`config.mk`:
```
export PLATFORM = sky130hd
export DESIGN_NAME = crt_accum
export DESIGN_NICKNAME = d
export VERILOG_FILES = /design/src/hw/rtl/crt_pkg.sv /design/src/hw/rtl/crt_accum.sv
export SDC_FILE = /design/constraint.sdc
export NUM_CORES = 1
export LEC_CHECK = 0
export ABC_CLOCK_PERIOD_IN_PS = 11600
export BUFFER_PORTS_ARGS = -buffer_cell sky130_fd_sc_hd__buf_4
export CORE_MARGIN = 5
export CORE_UTILIZATION = 65
export DETAILED_ROUTE_END_ITERATION = 12
export GPL_TIMING_DRIVEN = 0
export PLACE_DENSITY_LB_ADDON = 0.25
export SYNTH_ARGS = -nofsm -noshare
export SYNTH_HDL_FRONTEND = slang
export SYNTH_SLANG_ARGS = --single-unit
```
`constraint.sdc`:
```
create_clock -name i_clk -period 11.6 [get_ports i_clk]
set_input_delay 1.16 -clock i_clk [delete_from_list [all_inputs] [get_ports i_clk]]
set_output_delay 1.16 -clock i_clk [all_outputs]
set_load 0.05 [all_outputs]
```
`src/hw/rtl/crt_pkg.sv`:
```
// ---------------------------------------------------------------------------
// crt_pkg
// shared constants, register indexes and sequencer states for the residue
// reconstruction block
// ---------------------------------------------------------------------------
`default_nettype none

package crt_pkg;

    // fixed by the residue and result fields
    localparam int NUM_MODULI     = 5;
    localparam int MODULUS_BITS   = 7;
    localparam int VALUE_BITS     = 35;
    localparam int COUNT_BITS     = 3;
    localparam int CFG_INDEX_BITS = $clog2(NUM_MODULI + 1);

    // register stages inside one lane
    localparam int LANE_STAGES = 5;

    // register indexes
    localparam int CFG_COUNT     = 0;
    localparam int CFG_MODULUS_0 = 1;

    localparam int COUNT_RESET = 5;

    typedef enum logic [2:0] {
        PC_PROD,
        PC_QMOD,
        PC_INV,
        PC_RECIP,
        PC_STORE,
        PC_DONE
    } t_pc_state;

    function automatic int reset_modulus(input int idx);
        int val;
        case (idx)
            0:       val = 2;
            1:       val = 3;
            2:       val = 5;
            3:       val = 7;
            4:       val = 11;
            default: val = 1;
        endcase
        return val;
    endfunction

endpackage

`default_nettype wire

```
`src/hw/rtl/crt_accum.sv`:
```
// ---------------------------------------------------------------------------
// crt_accum
// chain of modular adders, one term folded in per stage
// ---------------------------------------------------------------------------
`default_nettype none

module crt_accum #(
    parameter int PW = crt_pkg::NUM_MODULI * crt_pkg::MODULUS_BITS
) (
    input  wire logic          i_clk,
    input  wire logic          i_adv,
    input  wire logic [PW-1:0] i_term [crt_pkg::NUM_MODULI],
    input  wire logic [PW-1:0] i_product,
    output logic      [PW-1:0] o_sum
);

    localparam int NM = crt_pkg::NUM_MODULI;

    logic [PW-1:0] r_acc [NM];
    logic [PW-1:0] r_tm  [NM][NM];
    logic [PW-1:0] w_acc_in [NM];
    logic [PW-1:0] w_tm_in  [NM][NM];
    logic [PW:0]   w_sum    [NM];
    logic [PW-1:0] w_red    [NM];

    for (genvar k = 0; k < NM; k++) begin : g_stage
        if (k == 0) begin : g_first
            assign w_acc_in[k] = '0;
            assign w_tm_in[k]  = i_term;
        end else begin : g_next
            assign w_acc_in[k] = r_acc[k-1];
            assign w_tm_in[k]  = r_tm[k-1];
        end

        // both operands below the product, so one subtract suffices
        assign w_sum[k] = (PW+1)'(w_acc_in[k]) + (PW+1)'(w_tm_in[k][k]);
        assign w_red[k] = (w_sum[k] >= (PW+1)'(i_product))
                        ? PW'(w_sum[k] - (PW+1)'(i_product)) : w_sum[k][PW-1:0];

        always_ff @(posedge i_clk) begin
            if (i_adv) begin
                r_acc[k] <= w_red[k];
                r_tm[k]  <= w_tm_in[k];
            end
        end
    end

    assign o_sum = r_acc[NM-1];

endmodule

`default_nettype wire
```
Yosys cells after proc, flatten, opt, wreduce, memory -nomap -nowiden. Memory sizes are Yosys's and may differ from the RTL's. Cells that the tools add are included.

Bits in registers: 0. Bits in writable memories: 1050. Output and inout port bits: 35. Word-level logic and storage cells: 23. Memories: 2.

$add $sub $neg: 9. $lt $le $gt $ge: 5. Muxes and demuxes: 7.

Memories: r_tm (depth 5, width 175, rd ports 4, clocked after Yosys merged registers in 0, wr ports 5, line crt_accum.sv:20) `logic [PW-1:0] r_tm [NM][NM];`; r_acc (depth 5, width 35, rd ports 5, clocked after Yosys merged registers in 0, wr ports 5, line crt_accum.sv:19) `logic [PW-1:0] r_acc [NM];`.

Operator list (count): $mux W35 (5); $sub A35 B35 Y35 (5); $add A35 B35 Y36 (4); $ge A36 B35 Y1 (4); $ge A35 B35 Y1 (1); $mux W1 (2).

Logic depth before layout (Yosys ltp). Gate-level depths: netlist of run 1. An unclocked memory read counts as a cell.

Word-level depth: 4. Mapped depth: 24. Mapped depth without buffers: 23.

Worst setup path after synthesis of run 1. No wires, ideal clock.

Path kind: flip-flop to flip-flop. Start point: mem r_acc[0][0] in the netlist's numbering. End point: mem r_acc[0][66] in the netlist's numbering (data pin). Data arrival time: 5133 ps. Slack: 6207 ps. Stages on the path, launching flop included: 23. Buffers on the path: 0. Period minus slack after synthesis: 5393 ps. Cells stage by stage: edfxtp_1 -> ha_1 -> fa_1 -> a211oi_1 -> nor2_1 -> o211ai_1 -> nor2b_1 -> o21ai_0 -> a21o_1 -> a311oi_1 -> xnor2_1 -> ha_1 -> a21o_1 -> a311oi_1 -> o21bai_1 -> a21o_1 -> a2111oi_0 -> nor3_1 -> nor4_1 -> o21ai_0 -> o41ai_1 -> xnor2_1 -> mux2_2.

RTL lines (line): start: declaration (crt_accum.sv:19).

==> results of run 1 <==
cell families (layout without fill, tap and decap cells):
| family | after synthesis | after routing |
|---|---|---|
| XOR/XNOR | 273 | 273 |
| AO/OA/AOI/OAI | 949 | 949 |
| adder cells (fa/ha/maj) | 324 | 324 |
| AND/OR/NAND/NOR | 670 | 670 |
| buffers and inverters | 209 | 564 |
| multiplexers | 95 | 95 |
| flip-flops | 525 | 525 |
| other | 0 | 3 |
state kept, by name, summed over array words and instances, names as in the netlist:
signal / count
r_tm: 350
r_acc: 175
per-stage QoR:
| stage | area (sq um) | setup slack [ns] | std cells | hold slack (ns) |
|---|---|---|---|---|
| 2_1_floorplan | 33570 | 6.207 | 3045 | 0.4003 |
| 3_3_place_gp | 36270 | 4.891 | 3971 | 0.4002 |
| 3_5_place_dp | 36390 | 4.797 | 3975 | 0.4045 |
| 4_1_cts | 38290 | 4.685 | 4080 | 0.4149 |
| 5_1_grt | 38290 | 4.050 | 4080 | 0.4222 |
| 6_report | 38300 | 4.453 | 4083 | 0.4142 |
area by class of cell:
type                            count  area [sq um]  share of cell area (%)
Clock inverter                     41         447.9                   1.170
Clock buffer                       64          1453                   3.793
Tap cell                          680         850.8                   2.222
Multi-Input combinational cell   2311         16870                   44.06
Buffer                             89         486.7                   1.271
Antenna cell                        3         7.507                 0.01960
Timing Repair Buffer              250          1964                   5.129
Sequential cell                   525         15770                   41.16
Inverter                          120         450.4                   1.176
cells in the mapped netlist (6+ instances only):
cell type / count
o211ai_1: 15
o21ai_0: 216
or2_2: 7
buf_2: 10
and3_1: 35
nand2b_1: 41
inv_1: 120
and2_1: 10
a211oi_1: 22
nor2b_1: 36
nor2_1: 134
o31a_1: 6
xnor2_1: 173
o21a_1: 37
a31o_2: 7
a31oi_1: 33
o21ai_1: 7
or3_1: 18
a211o_1: 11
xor2_1: 100
buf_4: 37
nand3_1: 58
clkbuf_1: 39
nor4_1: 11
a21oi_1: 266
o2111ai_1: 11
and4_1: 6
o21bai_1: 46
o31ai_1: 15
o41ai_1: 7
edfxtp_1: 525
a21boi_0: 7
a2111oi_0: 9
nand3b_1: 7
nand4_1: 26
mux2_2: 83
mux2i_1: 7
ha_1: 315
nor3_1: 49
fa_1: 9
nand2_1: 219
a21o_1: 179
path summary, 6_finish.rpt:
check / start / end / slack (ns) / cells past startpoint
max: r_acc[0][0]$_DFFE_PP_ / r_acc[0][58]$_DFFE_PP_ / 4.45 / 22
min: r_tm[0][358]$_DFFE_PP_ / r_tm[0][533]$_DFFE_PP_ / 0.41 / 0
max reg2reg: r_acc[0][0]$_DFFE_PP_ / r_acc[0][58]$_DFFE_PP_ / 4.45 / 22
min reg2reg: r_tm[0][358]$_DFFE_PP_ / r_tm[0][533]$_DFFE_PP_ / 0.41 / 0
per-layer routing:
metal | global-route usage, % | wire (um) | vias to the layer above
met2 | 50.44 | 41710 | 1208
met5 | 0 | 15 | -
li1 | - | - | 12140
met3 | 3.701 | 6598 | 242
met1 | 41.79 | 36560 | 12270
met4 | 11.79 | 3860 | 2
worst register-to-register path, stage by stage, from the launching register on:
cell	delay, ns
edfxtp_1	0.36
ha_1	0.24
fa_1	0.45
a211oi_1	0.30
nor2_1	0.15
o211ai_1	0.35
nor2b_1	0.24
o21ai_0	0.13
a21o_1	0.23
a311oi_1	0.50
o31ai_1	0.19
xor2_1	0.20
ha_1	0.44
nand4_1	0.30
nor3_1	0.32
nor3b_1	0.61
nand4_1	0.46
a31oi_1	0.33
a2111oi_0	0.12
o31ai_1	0.13
a31oi_4	0.16
clkbuf_1	0.32
o21ai_0	0.39
==> impl_metrics.env, run 1 <==
export IMPL_clockBufferDepth=3
export IMPL_muxShareOfSynthArea_pct=3.160
export IMPL_setup_viol=0
export IMPL_synth_compound_area_share_pct=18.08
export IMPL_cp_max_fo=10
export IMPL_clk_pin_slew_ns=0.06
export IMPL_syn_nets=3581
export IMPL_grt_max_degree=126
export IMPL_wl_mm=88.74
export IMPL_synthSimpleGateAreaFrac_pct=9.615
export IMPL_fmax_ghz=0.1399
export IMPL_synth_xor_area_share_pct=7.122
export IMPL_cts_root_buf="clkbuf_16"
export IMPL_layout_commonest_cell="edfxtp_1"
export IMPL_crit_required_ns=11.98
export IMPL_place_congestion=0.9595
export IMPL_crit_family="compound AO/OA/AOI/OAI gates"
export IMPL_synth_top_family_by_area="compound AO/OA/AOI/OAI gates"
export IMPL_vias=25860
export IMPL_post_cts_buffers=0
export IMPL_finish_utilization_pct=74.80
export IMPL_grt_ovfl_total=0
export IMPL_nets=3889
export IMPL_wl_per_cell_um=21.73
export IMPL_cp_arrival_ns=7.53
export IMPL_post_route_drc_count=0
export IMPL_route_antenna_remaining_nets=0
export IMPL_finalMaxSlewViolations=0
export IMPL_yosys_warnings=0
export IMPL_cts_buffers=56
export IMPL_cp_buffers_inverters=1
export IMPL_rsz0062_at_grt="false"
export IMPL_antenna_found_initial=1
export IMPL_dominantRegCellSynth="edfxtp_1"
export IMPL_cts_sink_count=525
export IMPL_drtIter0Drc=2852
export IMPL_synth_cell_types=81
export IMPL_finalCritPeriodShare_pct=61.61
export IMPL_synthCells=3045
export IMPL_dp_final_hpwl_mm=67.72
export IMPL_async_flop_share_pct=0
export IMPL_ys_seq_elements=525
export IMPL_syn_area_per_cell_sq_um=11.03
export IMPL_dieArea_sq_mm=0.05630
export IMPL_coreArea_sq_mm=0.05120
export IMPL_cap_violations=0
export IMPL_holdBufCountCts=0
export IMPL_globalRouteTotalUtil_pct=30.53
export IMPL_syn_area_sq_mm=0.03357
export IMPL_yosysSeqAreaShare_pct=46.96
export IMPL_path_cells="ha_1 > fa_1 > a211oi_1 > nor2_1 > o211ai_1 > nor2b_1 > o21ai_0 > a21o_1 > a311oi_1 > o31ai_1 > xor2_1 > ha_1 > nand4_1 > nor3_1 > nor3b_1 > nand4_1 > a31oi_1 > a2111oi_0 > o31ai_1 > a31oi_4 > clkbuf_1 > o21ai_0"
export IMPL_min_path_type="register to register"
export IMPL_fin_crit_ns=7.147
export IMPL_worst_path_largest_cell_delay_ns=0.61
export IMPL_setup_tns_ns=0
export IMPL_worstSkewPairLatency_ns=0.63
export IMPL_die_h_um=237.3
export IMPL_syn2layout_area_growth_pct=14.07
export IMPL_fill_cells=3432
export IMPL_io_pins=247
export IMPL_layout_common_cells="edfxtp_1, ha_1, buf_4, a21oi_1, nand2_1"
export IMPL_grt_pass1_vias=25470
export IMPL_yosys_area_share_adder_pct=12.28
export IMPL_cts_tree="yes"
export IMPL_worstMarginPinSlew_ns=1.195
export IMPL_synth_area_leader_cell="edfxtp_1"
export IMPL_synth_edf_count=525
export IMPL_slowest_stage="nor3b_1"
export IMPL_start_util_pct=65.58
export IMPL_slew_headroom_pct=19.57
export IMPL_num_rows=83
export IMPL_status="complete, no violations"
export IMPL_grt_first_pass_wirelength_mm=137.6
export IMPL_end_kind="register"
export IMPL_yosys_area_top_type_share_pct=46.96
export IMPL_final_layout_size_suffix_gt1_share_pct=14.71
export IMPL_cp_start_kind="register"
export IMPL_drtPass1Iterations=6
export IMPL_via_per_inst=6.334
export IMPL_yosys_top_cells_area="edfxtp_1, ha_1, xnor2_1"
export IMPL_cts_resized=0
export IMPL_io_buffers=246
export IMPL_critical_path_class="register to register"
export IMPL_dieWidth_um=237.3
export IMPL_fin_skew_ns=0.02484
export IMPL_htreeDepth=2
export IMPL_hold_viol_final=0
Power of run 1 is not shown: default switching activity piles up to over one toggle a cycle in this logic, so the estimate is an artifact.
==> run 2: changes to the inputs <==
--- a/config.mk
+++ b/config.mk
@@ -5,10 +5,10 @@
 export SDC_FILE = /design/constraint.sdc
 export NUM_CORES = 1
 export LEC_CHECK = 0
-export ABC_CLOCK_PERIOD_IN_PS = 11600
+export ABC_CLOCK_PERIOD_IN_PS = 6800
 export BUFFER_PORTS_ARGS = -buffer_cell sky130_fd_sc_hd__buf_4
 export CORE_MARGIN = 5
-export CORE_UTILIZATION = 65
+export CORE_UTILIZATION = 62
 export DETAILED_ROUTE_END_ITERATION = 12
 export GPL_TIMING_DRIVEN = 0
 export PLACE_DENSITY_LB_ADDON = 0.25
==> constraint.sdc (replaced) <==
create_clock -name i_clk -period 6.8 [get_ports i_clk]
set_input_delay 0.68 -clock i_clk [delete_from_list [all_inputs] [get_ports i_clk]]
set_output_delay 0.68 -clock i_clk [all_outputs]
set_load 0.05 [all_outputs]
==> run 2 against run 1 <==
  * Clock skew about the same
  * Die area is 4.6% higher
  * Critical path depth down 1
  * Non-clock buffer count up 4
==> impl_metrics.env, run 2 (synthesis gave the netlist of run 1 again) <==
export IMPL_slew_headroom_pct=32.02
export IMPL_crit_required_ns=7.14
export IMPL_fill_cells=3710
export IMPL_start_util_pct=62.51
export IMPL_grt_pass1_vias=25320
export IMPL_die_h_um=242.7
export IMPL_stdcell_area_sq_mm=0.03839
export IMPL_end_kind="register"
export IMPL_post_route_drc_count=0
export IMPL_reg_top3="r_tm: 350 flops, r_acc: 175 flops"
export IMPL_drtIter0Drc=2732
export IMPL_cts_tree="yes"
export IMPL_cap_violations=0
export IMPL_htreeDepth=2
export IMPL_globalRouteTotalUtil_pct=31.50
export IMPL_finalCritPeriodShare_pct=96.87
export IMPL_cp_arrival_ns=6.93
export IMPL_route_antenna_remaining_nets=0
export IMPL_worstSkewPairLatency_ns=0.61
export IMPL_cp_buffers_inverters=1
export IMPL_fmax_ghz=0.1518
export IMPL_hold_viol_final=0
export IMPL_place_area_sq_mm=0.03638
export IMPL_clk_pin_slew_ns=0.07
export IMPL_clockBufferDepth=3
export IMPL_vias=26040
export IMPL_dp_final_hpwl_mm=74.31
export IMPL_grt_max_degree=142
export IMPL_multi_input_area_sq_mm=0.01694
export IMPL_drtPass1Iterations=7
export IMPL_cts_buffers=55
export IMPL_cp_max_fo=10
export IMPL_wl_per_cell_um=23.42
export IMPL_fin_crit_ns=6.587
export IMPL_finish_utilization_pct=71.48
export IMPL_critical_path_class="register to register"
export IMPL_num_rows=85
export IMPL_layout_commonest_cell="edfxtp_1"
export IMPL_via_per_inst=6.354
export IMPL_dieArea_sq_mm=0.05891
export IMPL_slowest_stage="a311oi_4"
export IMPL_layout_common_cells="edfxtp_1, ha_1, buf_4, a21oi_1, nand2_1"
export IMPL_wl_mm=96.01
export IMPL_grt_first_pass_wirelength_mm=145.4
export IMPL_largest_register_ffs=350
export IMPL_min_path_type="input pin to register"
export IMPL_fin_skew_ns=0.02455
export IMPL_worstMarginPinSlew_ns=1.012
export IMPL_path_cells="ha_1 > fa_1 > a21o_1 > a21oi_1 > o21ai_0 > and3_1 > o31ai_2 > o21ai_1 > a311oi_4 > o2bb2ai_1 > xor2_1 > ha_1 > nand3_1 > nor2_1 > nand2_1 > nor3_1 > nand2_1 > a31oi_1 > a211o_4 > clkbuf_4 > mux2_2"
export IMPL_coreArea_sq_mm=0.05371
export IMPL_dieWidth_um=242.7
export IMPL_place_congestion=0.9509
export IMPL_worst_path_largest_cell_delay_ns=0.53
export IMPL_setup_viol=0
export IMPL_cp_start_kind="register"
export IMPL_finalMaxSlewViolations=0
export IMPL_syn2layout_area_growth_pct=14.34
export IMPL_crit_family="compound AO/OA/AOI/OAI gates"
export IMPL_io_pins=247
export IMPL_regMostFlops="r_tm"
export IMPL_io_buffers=246
export IMPL_grt_ovfl_total=0
export IMPL_nets=3892
export IMPL_cts_sink_count=525
export IMPL_cts_root_buf="clkbuf_16"
export IMPL_antenna_found_initial=2
export IMPL_final_layout_size_suffix_gt1_share_pct=15.20
export IMPL_regArea_sq_mm=0.01577
export IMPL_status="complete, no violations"
-- run 2: path summary, 6_finish.rpt --
check | startpoint | endpoint | slack (ns) | cells past startpoint
min reg2reg | r_tm[0][201]$_DFFE_PP_ | r_tm[0][376]$_DFFE_PP_ | 0.41 | 0
min | i_term[51] | r_tm[0][51]$_DFFE_PP_ | 0.24 | 1
max | r_acc[0][35]$_DFFE_PP_ | r_acc[0][100]$_DFFE_PP_ | 0.21 | 21
max reg2reg | r_acc[0][35]$_DFFE_PP_ | r_acc[0][100]$_DFFE_PP_ | 0.21 | 21
-- run 2: cell type report --
type	instances	share of cell area (%)
antenna	1	0.006518
buffer	88	1.274
clock buffer	60	3.745
clock inverter	43	1.147
inverter	120	1.173
multi-input combinational	2311	44.13
sequential	525	41.07
tap	696	2.268
timing repair buffer	255	5.195
-- run 2: through the flow --
step,TNS (ns),cells,hold WS (ns),setup WS [ns]
floorplan,0,3045,0.4003,1.407
global placement,-11.39,3987,0.4006,-0.4299
detailed placement,-16.31,3990,0.4045,-0.5624
CTS,0,4094,0.2121,0.01661
global route,-0.005596,4098,0.2254,-0.005596
finish,0,4099,0.2372,0.2127
-- run 2: what timing repair did --
action | in CTS | in global routing
setup endpoints to repair | 94 | 89
hold buffers | 0 | 0
resized for setup | 7 | 17
setup buffers | 2 | 4
pin swaps | 0 | 2
-- run 2: metal layers --
layer | share of wire (%) | track usage, %
met3 | 7.6 | 4.829
met5 | 0 | 0
met4 | 4.9 | 12.77
met2 | 47 | 52.61
met1 | 41 | 41.65
Power of run 2 is left out for the same reason.
