File: config.mk
export PLATFORM = sky130hd
export DESIGN_NAME = crt_lane
export DESIGN_NICKNAME = d
export VERILOG_FILES = /design/src/hw/rtl/crt_pkg.sv /design/src/hw/rtl/crt_lane.sv
export SDC_FILE = /design/constraint.sdc
export NUM_CORES = 1
export LEC_CHECK = 0
export ABC_CLOCK_PERIOD_IN_PS = 8100
export BUFFER_PORTS_ARGS = -buffer_cell sky130_fd_sc_hd__buf_4
export CAP_MARGIN = 20
export CORE_UTILIZATION = 54
export DETAILED_ROUTE_END_ITERATION = 12
export PLACE_DENSITY_LB_ADDON = 0.15
export SKIP_CTS_REPAIR_TIMING = 1
export SLEW_MARGIN = 15
export SYNTH_ARGS = -nofsm -noshare
export SYNTH_HDL_FRONTEND = slang
export SYNTH_SLANG_ARGS = --single-unit
File: constraint.sdc
create_clock -name i_clk -period 8.1 [get_ports i_clk]
set_clock_uncertainty 0.15 [all_clocks]
set_input_delay 0 -clock i_clk [delete_from_list [all_inputs] [get_ports i_clk]]
set_output_delay 0 -clock i_clk [all_outputs]
set_load 0.01 [all_outputs]
File: src/hw/rtl/crt_pkg.sv
// ---------------------------------------------------------------------------
// crt_pkg
// shared constants, register indexes and sequencer states for the residue
// reconstruction block
// ---------------------------------------------------------------------------
`default_nettype none

package crt_pkg;

    // fixed by the residue and result fields
    localparam int NUM_MODULI     = 5;
    localparam int MODULUS_BITS   = 7;
    localparam int VALUE_BITS     = 35;
    localparam int COUNT_BITS     = 3;
    localparam int CFG_INDEX_BITS = $clog2(NUM_MODULI + 1);

    // register stages inside one lane
    localparam int LANE_STAGES = 5;

    // register indexes
    localparam int CFG_COUNT     = 0;
    localparam int CFG_MODULUS_0 = 1;

    localparam int COUNT_RESET = 5;

    typedef enum logic [2:0] {
        PC_PROD,
        PC_QMOD,
        PC_INV,
        PC_RECIP,
        PC_STORE,
        PC_DONE
    } t_pc_state;

    function automatic int reset_modulus(input int idx);
        int val;
        case (idx)
            0:       val = 2;
            1:       val = 3;
            2:       val = 5;
            3:       val = 7;
            4:       val = 11;
            default: val = 1;
        endcase
        return val;
    endfunction

endpackage

`default_nettype wire

File: src/hw/rtl/crt_lane.sv
// ---------------------------------------------------------------------------
// crt_lane
// per-modulus pipeline: residue times inverse, reduction, times cofactor
// ---------------------------------------------------------------------------
`default_nettype none

module crt_lane #(
    parameter int MB = crt_pkg::MODULUS_BITS,
    parameter int PW = crt_pkg::NUM_MODULI * crt_pkg::MODULUS_BITS
) (
    input  wire logic          i_clk,
    input  wire logic          i_adv,
    input  wire logic [MB-1:0] i_residue,
    input  wire logic [MB-1:0] i_coef,
    input  wire logic [2*MB:0] i_recip,
    input  wire logic [MB-1:0] i_modulus,
    input  wire logic [PW-1:0] i_cofactor,
    output logic      [PW-1:0] o_term
);

    localparam int K = 2 * MB;

    logic [K-1:0]  r_x1;
    logic [K-1:0]  r_x2;
    logic [2*K:0]  r_y;
    logic [MB:0]   r_rem;
    logic [MB-1:0] r_coef;
    logic [PW-1:0] r_term;

    logic [K-1:0]  w_x;
    logic [K-1:0]  w_qest;
    logic [K-1:0]  w_qm;

    assign w_x    = K'(i_residue) * K'(i_coef);
    // estimate is exact or one low
    assign w_qest = r_y[2*K-1:K];
    assign w_qm   = w_qest * K'(i_modulus);

    always_ff @(posedge i_clk) begin
        if (i_adv) begin
            r_x1   <= w_x;
            r_x2   <= r_x1;
            r_y    <= (2*K+1)'(r_x1) * (2*K+1)'(i_recip);
            r_rem  <= (MB+1)'(r_x2 - w_qm);
            r_coef <= (r_rem >= {1'b0, i_modulus}) ? MB'(r_rem - {1'b0, i_modulus})
                                                   : r_rem[MB-1:0];
            r_term <= PW'(r_coef) * i_cofactor;
        end
    end

    assign o_term = r_term;

endmodule

`default_nettype wire

Yosys cells after proc, flatten, opt, wreduce, memory -nomap -nowiden. Cells that the tools add are included.

Bits in registers: 100. Output and inout port bits: 35. Word-level logic and storage cells: 14.

Add/sub/neg operators: 2. Multipliers: 4. Magnitude comparators: 1. Multiplexer cells: 1.

Operator list (number): $mul A7 B35 Y35 (1); $mul A14 B15 Y28 (1); $mul A14 B7 Y8 (1); $mul A7 B7 Y14 (1); $ge A8 B7 Y1 (1); $sub A8 B8 Y8 (1); $mux W7 (1); $sub A7 B7 Y7 (1).

Depth between registers and ports, before layout. Gate-level depths: netlist (run 1).

Depth after elaboration: 2. Gate-level depth with buffers: 23. Gate-level depth less buffers: 22.

Worst setup path after synthesis (run 1). Ideal clock, no wire load.

Kind: register to register. Start: register r_x1[2]. End: register r_y[21] (data pin). Setup time: 260 ps. Arrival time: 5547 ps. Required time: 7690 ps. Setup slack: 2143 ps. Stages on the path, launching flop included: 22. Cells stage by stage: edfxtp_1 -> clkbuf_1 -> and2_1 -> fa_1 -> inv_1 -> fa_1 -> inv_1 -> fa_1 -> fa_1 -> fa_1 -> inv_1 -> fa_1 -> inv_1 -> ha_1 -> a21o_1 -> a21o_1 -> a221o_1 -> a31oi_1 -> o211ai_1 -> a31oi_1 -> o21bai_1 -> xnor2_1.

Word-level cells in the longest chain between the ends: 1.

RTL lines: start: declaration (line crt_lane.sv:23) `logic [K-1:0] r_x1;`; start signal: assignment (line crt_lane.sv:41) `r_x1 <= w_x;`; $mul A14 B15 Y28 (line crt_lane.sv:43) `r_y <= (2*K+1)'(r_x1) * (2*K+1)'(i_recip);`; end signal: assignment (line crt_lane.sv:43); end: declaration (line crt_lane.sv:25) `logic [2*K:0] r_y;`.

No other way between the ends. A chain may end at the register's enable or synchronous reset.

Final worst setup path (run 1). Same ends and word-level chain as after synthesis.

==> results of run 1 <==
per-stage QoR:
stage          instances  util, %  instance area [um2]
2_1_floorplan       1842        -                17300
3_5_place_dp        2306     58.5                18400
4_1_cts             2322     59.3                18700
6_report            2329     59.6                18800
3_3_place_gp        2306     58.5                18400
5_1_grt             2329     59.6                18800
worst register-to-register path, cell delays in order (launching register included):
cell,delay [ps]
edfxtp_1,580
and2_1,270
fa_1,540
inv_1,50
fa_1,470
inv_1,50
fa_1,500
inv_1,50
fa_1,520
inv_1,50
fa_1,470
inv_1,50
fa_1,470
inv_1,40
ha_1,170
a21o_1,170
a21o_1,170
a221o_1,330
a31oi_1,320
o211ai_1,210
a31oi_1,290
o21bai_1,110
xnor2_1,130
synthesized netlist by cell type, drive strengths merged (24+ instances only):
library cell	instances	area share [%]
xnor2	74	3.7
xor2	24	1.2
and2	243	8.8
fa	323	37
ha	156	11
clkbuf	50	1.1
nor2	29	0.63
o21ai	27	0.78
nand2	275	6.0
edfxtp	80	14
a21oi	42	1.3
inv	400	8.7
cells by family (layout without fill, tap and decap cells):
logic type	Yosys count	count (layout)	share of synthesized area [%]
and+or+nand+nor	591	591	16.9
adders and majority gates	479	479	48.7
xor gates and xnor gates	98	98	4.97
buffers and inverters	452	537	9.82
AOI/OAI and AO/OA	141	141	5.60
muxes	1	1	0.0579
DFF	80	80	13.9
area by class of cell:
| class | count | area, um2 | area share [%] |
|---|---|---|---|
| tap | 402 | 503 | 2.68 |
| timing repair buffer | 121 | 926 | 4.93 |
| inverter | 400 | 1500 | 7.99 |
| sequential | 80 | 2400 | 12.8 |
| multi-input combinational | 1310 | 13200 | 70.1 |
| clock buffer | 9 | 225 | 1.20 |
| clock inverter | 7 | 55.1 | 0.293 |
flip-flops by register name, summed over array words and instances, names as in the netlist:
name / count
r_x2: 8
r_rem: 8
o_term: 35
r_y: 8
r_x1: 14
r_coef: 7
layer usage:
metal	global-route usage (%)	vias to the layer above	share of wire, %
met5	0	-	0
met4	6.94	0	1.7
met3	2.92	44	3.6
met2	44.2	252	52
met1	31.2	6257	43
li1	-	5725	-
worst paths after layout:
| check | slack [ps] | cells after the start | endpoint | startpoint |
|---|---|---|---|---|
| worst max-delay path | 1700 | 22 | r_y[21]$_DFFE_PP_ | r_x1[2]$_DFFE_PP_ |
| worst min-delay path | 30 | 3 | r_coef[1]$_DFFE_PP_ | i_modulus[1] |
| worst max register to register | 1700 | 22 | r_y[21]$_DFFE_PP_ | r_x1[2]$_DFFE_PP_ |
| worst min register to register | 440 | 2 | r_coef[4]$_DFFE_PP_ | r_rem[4]$_DFFE_PP_ |
cell usage in the layout, fill, tap and decap left out, drive strengths merged, types with 9 or more instances in the layout:
master	n
xor2	24
edfxtp	80
ha	156
buf	114
a21oi	42
nor2	29
and2	243
clkbuf	9
xnor2	74
o21bai	13
o21ai	27
a21o	20
inv	402
fa	323
nand2	275
==> impl_metrics.toml, run 1 <==
[yosys]
yosysUniqueCellTypes = 55
synth_nets = 2394
seq_area_frac_synth_pct = 13.9
async_reset_ff_share_pct = 0
synthFlopType = "edfxtp_1"
synth_seq_cells = 80
yosys_warnings = 0
synth_area_mm2 = 0.0173
syn_area_per_cell_um2 = 9.38
syn-instance-count = 1842
synth_edf_count = 80

[critical_path]
cp_num_buf_inv = 6
crit_chain = "and2_1 -> fa_1 -> inv_1 -> fa_1 -> inv_1 -> fa_1 -> inv_1 -> fa_1 -> inv_1 -> fa_1 -> inv_1 -> fa_1 -> inv_1 -> ha_1 -> a21o_1 -> a21o_1 -> a221o_1 -> a31oi_1 -> o211ai_1 -> a31oi_1 -> o21bai_1 -> xnor2_1"
crit_arrival_ps = 6380
end_kind = "register"
critical-path-top-delay-family = "adder cells"
crit_path_max_fanout = 16
slowest_delay_ps = 580
crit_slowest_cell = "edfxtp_1"
cp.required_ps = 8080
path_class = "register to register"
crit_path_start_kind = "register"

[placement]
io_buffer_count = 107
pre_cts_ws_ps = 1650
dp_hpwl_um = 30000
gp_congestion = 0.834

[timing]
tightest_slew_ps = 944
layout_min_cycle_time_ps = 6400
rsz0062_at_grt = "no"
fmax_ghz = 0.156
drv_slew = 0
hold_slack_ps = 31.5
setup_tns_ps = 0
hold_violations = 0
setup_viol = 0
fin_crit_sh_pct = 79.0
relSlewSlack_pct = 37.0
setup_slack_ps = 1700

[floorplan]
die_area_mm2 = 0.0327
start_util_pct = 54.8
core_mm2 = 0.0316
die_w_um = 181
core.rowCount = 65
die_height_um = 181
io_pins = 108

[min_path]
hp-class = "input port to register"

[clocking]
htreeDepth = 3
cts_tree = "done"
clk_latency_ps = 380
max-clock-path-buffers = 2
cts_sinks = 80
clkSlewWorstSetupHoldPaths_ps = 70
root_buffer = "clkbuf_16"
numCtsBuffers = 9

[route]
viasPerCell = 5.27
drtIter0Drc = 449
drtAntennaViolNets = 0
wl_per_cell_um = 15.7
post-route-drc-count = 0
drt-total-wl_um = 36500
drt_pre_antenna_iters = 4
via_count = 12300

[status]
status = "complete, no violations"

[global_routing]
grtUsageTotal_pct = 24.6
grt.overflow.total = 0
grt_pass1_wl_um = 64300
grt_pass1_vias = 13400
antenna_found_initial = 0
grt_start_max_net_pins = 54

[layout]
nets = 2474
syn_to_final_growth_pct = 8.75
antenna_cells = 0
drive_above_1_share_pct = 7.11
fillers = 2766

[flow_run]
maxCapViolations = 0
Power of run 1 is left out: the tool's default activity adds up to more than one toggle a clock period on the data nets, which glitch-free logic cannot reach.
==> run 2: changes to the inputs <==
Settings changed: ABC_CLOCK_PERIOD_IN_PS 8100 to 6700.
Clock period 8.1 ns to 6.7 ns, I/O delays scaled along.
==> run 2 against run 1 <==
Compared with the run above: the flow now finishes with violations (negative hold slack); via count is 0.60% higher; global-route usage about the same; final cell count rose by 0.39%; first-iteration DRC count grew 22%; worst hold slack worse by 34 ps; register-to-register slack worse by 1400 ps; die area stayed put; design area rose by 0.57%; count of clock-buffer cells in the layout did not move.
==> impl_metrics.toml, run 2 (synthesized netlist as in run 1, its figures left out) <==
[placement]
gp_congestion = 0.858
pre_cts_ws_ps = 302
placed_cells = 2315
io_buffer_count = 107
dp_hpwl_um = 30400

[floorplan]
die_height_um = 181
core.rowCount = 65
die_area_mm2 = 0.0327
io_pins = 108
die_w_um = 181
start_util_pct = 54.8
core_mm2 = 0.0316

[layout]
antenna_cells = 0
syn_to_final_growth_pct = 9.37
largest_reg_flops = 35
drive_above_1_share_pct = 7.49
final_cells = 2338
final_util_pct = 59.9
nets = 2483
mostFrequentLayoutCells = "inv_1, fa_1, nand2_1, and2_1, ha_1"
final_common_cell = "inv_1"

[timing]
hold_slack_ps = -2.40
fin_crit_sh_pct = 95.2
fmax_ghz = 0.157
setup_slack_ps = 323
rsz0062_at_grt = "no"
hold_violations = 1
setup_viol = 0
tightest_slew_ps = 811
relSlewSlack_pct = 45.9
drv_slew = 0
layout_min_cycle_time_ps = 6380
setup_tns_ps = 0

[critical_path]
worst-r2r-cell-count = 20
path_class = "register to register"
timing.reg2reg.setup_slack_ps = 320
r2r-start = "r_x1[2]$_DFFE_PP_"
end_kind = "register"
critPathMostFrequentCell = "fa_1"
slowest_delay_ps = 580
crit_chain = "and2_1 -> fa_1 -> inv_1 -> fa_1 -> inv_1 -> fa_1 -> fa_1 -> fa_1 -> inv_1 -> fa_1 -> inv_1 -> ha_1 -> a21o_1 -> a21o_1 -> a221o_1 -> a31oi_1 -> o211ai_1 -> a31oi_1 -> o21bai_1 -> xnor2_1"
crit_arrival_ps = 6340
path_depth = 20
critical-path-top-delay-family = "adder cells"
timing.rr.end = "r_y[21]$_DFFE_PP_"
crit_slowest_cell = "edfxtp_1"
cp.required_ps = 6670
cp_num_buf_inv = 4
crit_path_max_fanout = 16
crit_path_start_kind = "register"

[clocking]
clkSlewWorstSetupHoldPaths_ps = 70
numCtsBuffers = 9
clk_latency_ps = 370
htreeDepth = 3
cts_sinks = 80
max-clock-path-buffers = 2
cts_tree = "done"
root_buffer = "clkbuf_16"

[status]
status = "complete, but fails checks"
violations = "negative hold slack"

[global_routing]
grt_start_max_net_pins = 54
antenna_found_initial = 0
grt_pass1_vias = 13400
busiest_layer = "met2"
grtUsageTotal_pct = 24.6
grt_use_met2_pct = 44.8
use_met3_pct = 3.35
grtUsageMet1_pct = 30.5
grt.overflow.total = 0
grt_pass1_wl_um = 63800

[route]
wl_per_cell_um = 16.0
drtIter0Drc = 547
via_count = 12400
drt-total-wl_um = 37300
viasPerCell = 5.28
drt_pre_antenna_iters = 5
drtAntennaViolNets = 0
post-route-drc-count = 0

[min_path]
hold_end = "r_x1[1]$_DFFE_PP_"
min_from = "i_coef[1]"
hp-class = "input port to register"
min_path_cells = 3

[flow_run]
maxCapViolations = 0
## run 2: worst register-to-register path, stage by stage, from the launching register on
cell and delay, ps:
edfxtp_1 580, and2_1 280, fa_1 540, inv_1 50, fa_1 480, inv_1 50, fa_1 480, fa_1 510
fa_1 490, inv_1 50, fa_1 470, inv_1 40, ha_1 280, a21o_1 160, a21o_1 170, a221o_1 340
a31oi_1 300, o211ai_1 190, a31oi_1 280, o21bai_1 110, xnor2_1 130
## run 2: final cells by class
class	count	area (um2)
clock buffers	9	225
repair buffers	130	993
clock inverters	7	93.8
multi-input cells	1310	13200
well taps	402	503
fillers	2780	12700
flip-flops and latches	80	2400
inverters	400	1500
## run 2: per-stage QoR
stage,hold WS (ps),cell area [um2]
2_1_floorplan,-37.5,17300
3_3_place_gp,193,18500
3_5_place_dp,196,18500
4_1_cts,-192,18800
5_1_grt,31.0,18900
6_report,-2.40,18900
## run 2: routing by layer
metal | vias to the layer above | part of all wire [%]
met5 | - | 0
met4 | 0 | 1.8
met3 | 45 | 4.0
li1 | 5745 | -
met2 | 282 | 52
met1 | 6280 | 42
## run 2: worst max path at each step
| stage | start | endpoint |
|---|---|---|
| 3_3_place_gp | r_x1[2]$_DFFE_PP_ | r_y[21]$_DFFE_PP_ |
| 6_report | r_x1[2]$_DFFE_PP_ | r_y[21]$_DFFE_PP_ |
| 2_1_floorplan | r_x1[2]$_DFFE_PP_ | r_y[21]$_DFFE_PP_ |
| 5_1_grt | r_x1[2]$_DFFE_PP_ | r_y[21]$_DFFE_PP_ |
| 3_5_place_dp | r_x1[2]$_DFFE_PP_ | r_y[21]$_DFFE_PP_ |
| 4_1_cts | r_x1[2]$_DFFE_PP_ | r_y[21]$_DFFE_PP_ |
Power of run 2 is left out for the same reason.
==> run 3: changes to the inputs <==
Settings changed: ABC_AREA set to 1.
==> run 3 against run 2 <==
Compared with the run above: fmax grew 13%; critical path depth grew 1; final cell count rose by 35%; the run now ends clean; design area rose by 10%; count of clock-buffer cells in the layout grew 1.
==> impl_metrics.toml, run 3 <==
[status]
status = "complete, no violations"

[layout]
largest_reg_flops = 35
final_common_cell = "nand2_1"
nets = 3250
final_util_pct = 59.8
drive_above_1_share_pct = 5.59
syn_to_final_growth_pct = 8.08
antenna_cells = 0
mostFrequentLayoutCells = "nand2_1, inv_1, fa_1, ha_1, buf_4"

[timing]
setup_tns_ps = 0
setup_viol = 0
relSlewSlack_pct = 24.2
layout_min_cycle_time_ps = 5620
hold_violations = 0
tightest_slew_ps = 1140
setup_slack_ps = 1080
fin_crit_sh_pct = 83.9
rsz0062_at_grt = "no"
fmax_ghz = 0.178
drv_slew = 0

[yosys]
synthDominantCellAreaShare_pct = 33.5
synth_common_cells = "nand2_1, inv_1, fa_1"
async_reset_ff_share_pct = 0
yosysMostFrequentCell = "nand2_1"
synth_area_leaders = "fa_1, nand2_1, inv_1, edfxtp_1, ha_1"
synth_top_area_cell = "fa_1"
yosysUniqueCellTypes = 40
syn-instance-count = 2625
synth_nets = 3177
seq_area_frac_synth_pct = 12.4
syn_area_per_cell_um2 = 7.36
synth_edf_count = 80
synthFlopType = "edfxtp_1"
synth_area_mm2 = 0.0193
yosys_warnings = 0
synth_seq_cells = 80

[critical_path]
path_class = "register to register"
crit_slowest_cell = "edfxtp_1"
end_kind = "register"
critical-path-top-delay-family = "adder cells"
crit_arrival_ps = 5600
slowest_delay_ps = 610
cp.required_ps = 6670
crit_path_start_kind = "register"
cp_num_buf_inv = 7
critPathMostFrequentCell = "inv_1"
crit_path_max_fanout = 16
crit_chain = "nand2_1 -> inv_1 -> fa_1 -> inv_1 -> fa_1 -> inv_1 -> fa_1 -> inv_1 -> fa_1 -> inv_1 -> fa_1 -> inv_1 -> fa_1 -> inv_1 -> ha_1 -> a21oi_1 -> o21ai_0 -> a211oi_1 -> nand2_1 -> nand2_1 -> nand2_1"

[route]
wl_per_cell_um = 15.1
drt_pre_antenna_iters = 6
wl_met1_um = 21700
post-route-drc-count = 0
met3_length_um = 3110
viasPerCell = 5.02
wl_met2_um = 21900
top_layer = "met4"
drtIter0Drc = 978
via_count = 15900
drt-total-wl_um = 47500
drtAntennaViolNets = 0

[floorplan]
io_pins = 108
start_util_pct = 55.4
core_mm2 = 0.0349
die_area_mm2 = 0.0365
die_height_um = 191
die_w_um = 191
core.rowCount = 68

[global_routing]
grt.overflow.total = 0
antenna_found_initial = 1
grt_pass1_vias = 16600
grt_pass1_wl_um = 80700
grtUsageTotal_pct = 28.0
grt_start_max_net_pins = 52

[placement]
dp_hpwl_um = 39600
io_buffer_count = 107
pre_cts_ws_ps = 1110
gp_congestion = 0.928

[clocking]
numCtsBuffers = 9
clk_latency_ps = 370
cts_tree = "done"
root_buffer = "clkbuf_16"
cts_sinks = 80
max-clock-path-buffers = 2
htreeDepth = 3
clkSlewWorstSetupHoldPaths_ps = 70

[min_path]
hp-class = "input port to register"

[flow_run]
maxCapViolations = 0
## run 3: changes by cell type after synthesis, moves of 11 or more
cell	before	now
inv_1	400	763
nor2_1	29	85
a21oi_1	39	69
nand3_1	8	88
nand4_1	4	17
xor2_1	24	37
and2_1	243	1
xnor2_1	74	10
a21o_1	20	4
nand2_2	0	11
nand2_1	275	848
## run 3: cell type report
class	instances	area [um2]
sequential	80	2400
inverter	764	2870
multi-input combinational	1722	13800
timing repair buffer	121	946
clock inverter	6	60.1
clock buffer	10	229
fill	3279	14000
tap	455	569
## run 3: cell families after synthesis
family / Yosys count / share of synthesized area, %
compound gates: 122 / 3.43
xor+xnor: 47 / 2.13
fa+ha+maj: 479 / 43.6
buf+inv: 823 / 16.1
flops: 80 / 12.4
simple gates: 1074 / 22.3
## run 3: per-layer routing
layer	track usage, %	vias up
li1	-	7729
met1	38.8	7637
met2	45.9	457
met3	4.59	41
met4	6.78	0
met5	0	-
## run 3: final timing paths
path	slack, ps	to	cells after the start	start
worst max register to register	1080	r_y[14]$_DFFE_PP_	21	r_x1[2]$_DFFE_PP_
worst min register to register	470	r_coef[0]$_DFFE_PP_	2	r_rem[0]$_DFFE_PP_
worst min-delay path	3	o_term[0]$_DFFE_PP_	1	i_adv
worst max-delay path	1080	r_y[14]$_DFFE_PP_	21	r_x1[2]$_DFFE_PP_
## run 3: stage by stage
step	hold slack [ps]	cells	cell area, um2
2_1_floorplan	-37.5	2625	19300
3_3_place_gp	205	3134	20500
3_5_place_dp	209	3134	20500
4_1_cts	-177	3150	20800
5_1_grt	9.59	3158	20900
6_report	2.66	3158	20900
Power of run 3 is left out for the same reason.
